`src/design/ffba_pkg.sv`:
```
`timescale 1ns / 1ps
// ----------------------------------------------------------------------------
// ffba_pkg
// shared constants and types for the first-fit block allocator
// ----------------------------------------------------------------------------
package ffba_pkg;

  localparam int unsigned ArenaWords  = 65536;
  localparam int unsigned PageWords   = 512;
  localparam int unsigned RecentDepth = 5;

  localparam int unsigned AddrW  = $clog2(ArenaWords);   // header index width
  localparam int unsigned SizeW  = AddrW + 1;            // block size in words
  localparam int unsigned PageW  = $clog2(PageWords);
  localparam int unsigned RecW   = (RecentDepth > 1) ? $clog2(RecentDepth) : 1;

  localparam logic [2:0] StOk       = 3'd0;
  localparam logic [2:0] StZero     = 3'd1;
  localparam logic [2:0] StOom      = 3'd2;
  localparam logic [2:0] StNull     = 3'd3;
  localparam logic [2:0] StNotFound = 3'd4;

  // header word: free flag plus total size in words
  typedef struct packed {
    logic             free;
    logic [SizeW-1:0] words;
  } hdr_t;

  typedef enum logic [3:0] {
    CmdNone,
    CmdStart,      // latch request, load cursors
    CmdRecRead,    // read header of recent entry rec_idx
    CmdScanRead,   // read header at cursor
    CmdScanStep,   // cursor += size, or past break on zero size
    CmdGrow,       // write new grown block at break
    CmdSplit,      // split picked block
    CmdGrant,      // mark picked block in use, form result
    CmdFreeMark,   // mark cursor block free, push recent
    CmdFail        // form failure result
  } cmd_e;

  typedef struct packed {
    cmd_e       cmd;
    logic [RecW-1:0] rec_idx;
    logic [2:0] fail_status;
    logic       pick_recent;   // on grant from recent list, drop entry
  } ctl_t;

  typedef struct packed {
    logic is_free_op;
    logic zero_size;
    logic null_addr;
    logic rec_hit;       // header read for recent entry fits
    logic rec_valid;     // recent entry rec_idx valid and below break
    logic cur_end;       // cursor at/past break, also after a zero size header
    logic cur_fit;       // header at cursor is free and fits
    logic cur_match;     // header at cursor matches free address, in use
    logic grow_oom;
    logic need_split;
  } sts_t;

endpackage

```
`src/design/ffba_ctrl.sv`:
```
`timescale 1ns / 1ps
// ----------------------------------------------------------------------------
// ffba_ctrl
// sequencer for allocate and free walks
// ----------------------------------------------------------------------------
module ffba_ctrl (
  input  logic             clk_i,
  input  logic             rst_ni,
  input  logic             in_valid_i,
  output logic             in_stall_o,
  output logic             out_valid_o,
  input  logic             out_stall_i,
  input  ffba_pkg::sts_t   sts_i,
  output ffba_pkg::ctl_t   ctl_o
);

  typedef enum logic [3:0] {
    SIdle, SDecode, SRecAddr, SRecChk, SScanAddr, SScanChk, SGrow, SGrowRd,
    SSplit, SSplitWr, SGrant, SOut
  } state_e;

  state_e                    state_q;
  logic [ffba_pkg::RecW-1:0] idx_q;
  logic                      from_rec_q;

  assign in_stall_o  = (state_q != SIdle) && !(state_q == SOut && !out_stall_i);
  assign out_valid_o = (state_q == SOut);

  logic take;
  assign take = in_valid_i && !in_stall_o;

  always_comb begin
    ctl_o.cmd         = ffba_pkg::CmdNone;
    ctl_o.rec_idx     = idx_q;
    ctl_o.fail_status = ffba_pkg::StOk;
    ctl_o.pick_recent = from_rec_q;
    case (state_q)
      SIdle, SOut: if (take) ctl_o.cmd = ffba_pkg::CmdStart;
      SDecode: begin
        if (sts_i.is_free_op && sts_i.null_addr) begin
          ctl_o.cmd = ffba_pkg::CmdFail; ctl_o.fail_status = ffba_pkg::StNull;
        end else if (!sts_i.is_free_op && sts_i.zero_size) begin
          ctl_o.cmd = ffba_pkg::CmdFail; ctl_o.fail_status = ffba_pkg::StZero;
        end
      end
      SRecAddr: if (sts_i.rec_valid) ctl_o.cmd = ffba_pkg::CmdRecRead;
      SScanAddr: begin
        if (sts_i.cur_end) begin
          if (sts_i.is_free_op) begin
            ctl_o.cmd = ffba_pkg::CmdFail; ctl_o.fail_status = ffba_pkg::StNotFound;
          end
        end else ctl_o.cmd = ffba_pkg::CmdScanRead;
      end
      SScanChk: begin
        if (sts_i.is_free_op) begin
          ctl_o.cmd = sts_i.cur_match ? ffba_pkg::CmdFreeMark : ffba_pkg::CmdScanStep;
        end else if (!sts_i.cur_fit) ctl_o.cmd = ffba_pkg::CmdScanStep;
      end
      SGrow: begin
        if (sts_i.grow_oom) begin
          ctl_o.cmd = ffba_pkg::CmdFail; ctl_o.fail_status = ffba_pkg::StOom;
        end else ctl_o.cmd = ffba_pkg::CmdGrow;
      end
      SSplit:   ctl_o.cmd = sts_i.need_split ? ffba_pkg::CmdSplit : ffba_pkg::CmdNone;
      SGrant:   ctl_o.cmd = ffba_pkg::CmdGrant;
      default: ;
    endcase
  end

  logic last_idx;
  assign last_idx = (idx_q == ffba_pkg::RecW'(ffba_pkg::RecentDepth - 1));

  always_ff @(posedge clk_i or negedge rst_ni) begin
    if (!rst_ni) begin
      state_q    <= SIdle;
      idx_q      <= '0;
      from_rec_q <= 1'b0;
    end else begin
      case (state_q)
        SIdle: if (take) state_q <= SDecode;
        SOut: begin
          if (take) state_q <= SDecode;
          else if (!out_stall_i) state_q <= SIdle;
        end
        SDecode: begin
          idx_q <= '0;
          from_rec_q <= 1'b0;
          if (ctl_o.cmd == ffba_pkg::CmdFail) state_q <= SOut;
          else if (sts_i.is_free_op) state_q <= SScanAddr;
          else state_q <= SRecAddr;
        end
        SRecAddr: begin
          if (sts_i.rec_valid) state_q <= SRecChk;
          else if (last_idx) state_q <= SScanAddr;
          else idx_q <= idx_q + 1'b1;
        end
        SRecChk: begin
          if (sts_i.rec_hit) begin
            from_rec_q <= 1'b1; state_q <= SSplit;
          end else if (last_idx) state_q <= SScanAddr;
          else begin
            idx_q <= idx_q + 1'b1; state_q <= SRecAddr;
          end
        end
        SScanAddr: begin
          if (!sts_i.cur_end) state_q <= SScanChk;
          else if (sts_i.is_free_op) state_q <= SOut;
          else state_q <= SGrow;
        end
        SScanChk: begin
          if (sts_i.is_free_op) state_q <= sts_i.cur_match ? SOut : SScanAddr;
          else state_q <= sts_i.cur_fit ? SSplit : SScanAddr;
        end
        SGrow:    state_q <= sts_i.grow_oom ? SOut : SGrowRd;
        SGrowRd:  state_q <= SSplitWr;   // header read back of grown block
        SSplitWr: state_q <= SSplit;
        SSplit:   state_q <= SGrant;
        SGrant:   state_q <= SOut;
        default:  state_q <= SIdle;
      endcase
    end
  end

  // the datapath reads the picked header whenever no walk read is issued;
  // SGrowRd reads back the grown header and SSplitWr holds it for SSplit
  ffba_ctrl_unused_guard : assert property (@(posedge clk_i) disable iff (!rst_ni)
    out_valid_o && out_stall_i |=> out_valid_o) else $error("result dropped");
  a_no_take_busy : assert property (@(posedge clk_i) disable iff (!rst_ni)
    (state_q == SScanChk) |-> in_stall_o) else $error("accept while busy");
  a_idx_range : assert property (@(posedge clk_i) disable iff (!rst_ni)
    idx_q <= ffba_pkg::RecW'(ffba_pkg::RecentDepth - 1)) else $error("recent index");

endmodule

```
`config.mk`:
```
export PLATFORM = sky130hd
export DESIGN_NAME = ffba_ctrl
export DESIGN_NICKNAME = d
export VERILOG_FILES = /design/src/design/ffba_pkg.sv /design/src/design/ffba_ctrl.sv
export SDC_FILE = /design/constraint.sdc
export NUM_CORES = 1
export LEC_CHECK = 0
export BUFFER_PORTS_ARGS = -buffer_cell sky130_fd_sc_hd__buf_2
export CAP_MARGIN = 25
export CORE_MARGIN = 3
export CORE_UTILIZATION = 46
export DETAILED_ROUTE_END_ITERATION = 10
export MAX_ROUTING_LAYER = met4
export PLACE_DENSITY = 0.82
export SYNTH_ARGS = -nofsm -noshare
export SYNTH_HDL_FRONTEND = slang
export SYNTH_SLANG_ARGS = --single-unit
```
`constraint.sdc`:
```
create_clock -name clk_i -period 1.42 [get_ports clk_i]
set_input_delay 0 -clock clk_i [delete_from_list [all_inputs] [get_ports clk_i]]
set_output_delay 0 -clock clk_i [all_outputs]
set_load 0.005 [all_outputs]
```
==> impl_metrics.ini <==
[clock_network]
clk_latency_ns = 0.28
clock-root-buffer = clkbuf_4
cts_tree = done
numClockSinks = 8
cts_max_level = 1
clk_path_buf_depth = 2
numCtsBuffers = 3
path_clk_slew_ns = 0.07

[timing]
setup_violations = 16
fin_crit_sh_pct = 129
worst_slew_pin_slew_ns = 0.482
setup_slack_ns = -0.412
drv_slew = 0
maxSlewHeadroom_pct = 67.8
worst_hold_slack_ns = 0.0731
grt_setup_unrepaired = true
final_hold_viol_count = 0
clock_skew_ns = 0.00828
min_period_ns = 1.83
max_freq_ghz = 0.546

[floorplanning]
initial_utilization_pct = 51.3
die_width_um = 50.8
core_um2 = 1800
placementRows = 15
ios = 27
fp.dieH_um = 50.8
dieArea_um2 = 2580

[worst_hold_path]
hp-class = input pin to flop
hold_depth = 3

[cells_and_area]
drive_gt1_share_pct = 62.0
nNetsFinal = 197
final_util_pct = 91.9
diodes = 0
final_area_um2 = 1660
area_growth_pct = 79.3

[synthesis]
synthAdderAreaFrac_pct = 2.71
synth_cell_type_count = 48
synth-seq-cells = 8
synthXorXnorAreaFrac_pct = 0.949
synth_area_um2 = 923
synth_compound_gate_area_share_pct = 29.1
synth_top_family_by_area = simple AND/OR/NAND/NOR gates
yosysSeqAreaShare_pct = 21.7
ys_warn_count = 0
syn_nets = 134
synth_top_flop_cell = dfrtp_1
netlist_instances = 118
synth_edf_count = 0
syn-mean-instance-area_um2 = 7.83
synthMuxAreaShare_pct = 3.79
synth_simple_gate_area_share_pct = 29.7
synthArstFlopShare_pct = 100

[route]
topRoutingLayerUsed = met4
vias = 1429
via_per_inst = 7.00
drt_first_pass_iters = 5
route.met3.wl_um = 684
drt-initial-drc-count = 106
drt-total-wl_um = 5190
met2RoutedLength_um = 2360
routedWlPerCell_um = 25.5
drc = 0
ant_nets = 0
wl_met1_um = 1770

[critical_path]
worstSetupPathType = flop to flop
cp.required_ns = 1.62
cp_max_fo = 5
worstSetupStartpointType = flop
crit_chain = buf_6, or2b_4, buf_6, nor3b_4, o21a_1, nand4_1, o21ai_1
slowest_delay_ns = 0.46
cp.arrival_ns = 2.03
ff2ff_path_depth = 7
endpoint_kind = flop
slowest_stage = dfrtp_2
cpMostUsedCell = buf_6

[global_route]
gr-total-overflow = 0
grt_antenna_before_repair = 0
grtUsageTotal_pct = 33.5
grt_pass1_wl_um = 6320
grt_max_degree = 19
grt_pass1_vias = 1321

[power]
irDropWorstVdd_mv = 1.84
p_per_area_nw_per_um2 = 2460
leakage_nw = 0.774

[outcome]
status = finished with violations
violations = negative setup slack

[place]
port_buffers = 26
place_congestion = 0.975
post_dp_cell_area_um2 = 1210
hpwl_um = 2260

[job]
cap_violations = 0
[flip-flops by register name (all words and copies together) (netlist names)]
signal and flops:
from_rec_q 1, idx_q 3, state_q 4
[critical path, delay by kind of cell, from the launching register on]
| family | cells | cell delay (ns) |
|---|---|---|
| AO/OA/AOI/OAI | 2 | 0.33 |
| buffers and inverters | 2 | 0.30 |
| flip-flops | 1 | 0.46 |
| AND/OR/NAND/NOR | 3 | 0.65 |
[final timing paths]
kind                                                to              startpoint  slack, ns
worst max-delay path              idx_q[1]$_DFFE_PN0P_  state_q[0]$_DFFE_PN0P_      -0.41
worst min-delay path            from_rec_q$_DFFE_PN0P_                sts_i[6]       0.07
worst max register to register    idx_q[1]$_DFFE_PN0P_  state_q[0]$_DFFE_PN0P_      -0.41
worst min register to register  from_rec_q$_DFFE_PN0P_  from_rec_q$_DFFE_PN0P_       0.51
max in group asynchronous       state_q[1]$_DFFE_PN0P_                  rst_ni       1.10
min in group asynchronous       state_q[0]$_DFFE_PN0P_                  rst_ni       0.11
[synth_stat cells (2+ instances only)]
library cell / number / share of area, %
clkbuf_1: 2 / 0.81
o21ai_0: 5 / 2.7
nand2_1: 9 / 3.7
o21ai_1: 2 / 1.1
a31oi_1: 3 / 2.0
nand4_1: 2 / 1.4
nor3b_1: 2 / 1.6
buf_4: 2 / 1.6
a2111oi_0: 3 / 2.8
buf_1: 3 / 1.2
mux2i_1: 2 / 2.2
dfrtp_1: 8 / 22
nor2_1: 8 / 3.3
a211oi_1: 2 / 1.6
nor4_1: 2 / 1.4
nor2b_1: 2 / 1.4
nor3_1: 4 / 2.2
nand2b_1: 4 / 2.7
a21o_1: 2 / 1.6
buf_6: 4 / 4.9
ha_1: 2 / 2.7
a21oi_1: 9 / 4.9
a22oi_1: 2 / 1.6
inv_1: 6 / 2.4
or3_1: 3 / 2.0
o32ai_1: 2 / 1.9
buf_2: 2 / 1.1
[routing by layer]
layer | track usage (%) | vias to the layer above
met5 | - | -
met4 | 19.7 | 0
met3 | 8.90 | 44
met2 | 56.3 | 167
met1 | 35.2 | 653
li1 | - | 565
[power by group]
part           switching (mW)  total, mW  internal, mW
clock network           0.105      0.203        0.0984
logic                    1.71       3.35          1.64
registers               0.170      0.515         0.345
total                    1.98       4.06          2.08
[cells in the final DEF, fill, tap and decap left out, types with 2 or more instances in the layout]
master,n
a211oi_1,2
a21o_1,2
a21oi_1,7
a22oi_2,2
a31oi_1,3
buf_2,22
buf_4,30
buf_6,15
buf_8,2
clkbuf_4,3
dfrtp_1,4
dfrtp_2,4
ha_1,2
inv_1,5
mux2i_1,2
nand2_1,8
nand2b_4,3
nand4_1,2
nor2_1,5
nor2_2,3
nor3_2,2
nor3b_4,2
nor4_4,2
o21ai_0,2
o21ai_1,5
o32ai_1,2
or3_4,2
[cell type report]
cell class / count / area (um^2)
clock buffers: 3 / 22.5
fillers: 77 / 146
inverters: 6 / 22.5
multi-input cells: 91 / 810
flip-flops and latches: 8 / 205
well taps: 25 / 31.3
repair buffers: 71 / 564
[metrics by stage]
stage | cells | power, mW | setup TNS [ns] | worst slack, ns
3_3_place_gp | 184 | 2.33 | -1.14 | -0.291
5_1_grt | 204 | 4.18 | -4.75 | -0.423
3_5_place_dp | 184 | 2.39 | -1.56 | -0.303
6_report | 204 | 4.06 | -4.27 | -0.412
2_1_floorplan | 118 | 1.69 | -0.235 | -0.133
4_1_cts | 199 | 3.09 | -2.79 | -0.261
[cells by family (layout without fill, tap and decap cells)]
| group | Yosys count | in the layout |
|---|---|---|
| fa+ha+maj | 2 | 2 |
| compound gates | 40 | 40 |
| simple gates | 45 | 45 |
| flops | 8 | 8 |
| buf+inv | 19 | 80 |
| mux | 3 | 3 |
| xor+xnor | 1 | 1 |
[what timing repair did]
action,in CTS,in global routing
gates resized for setup,28,40
endpoints found under the hold margin,8,0
pin swaps,2,13
setup endpoints to repair,16,17
hold buffers,1,0
buffers inserted,11,6
Power figures use the tool's default switching activity.
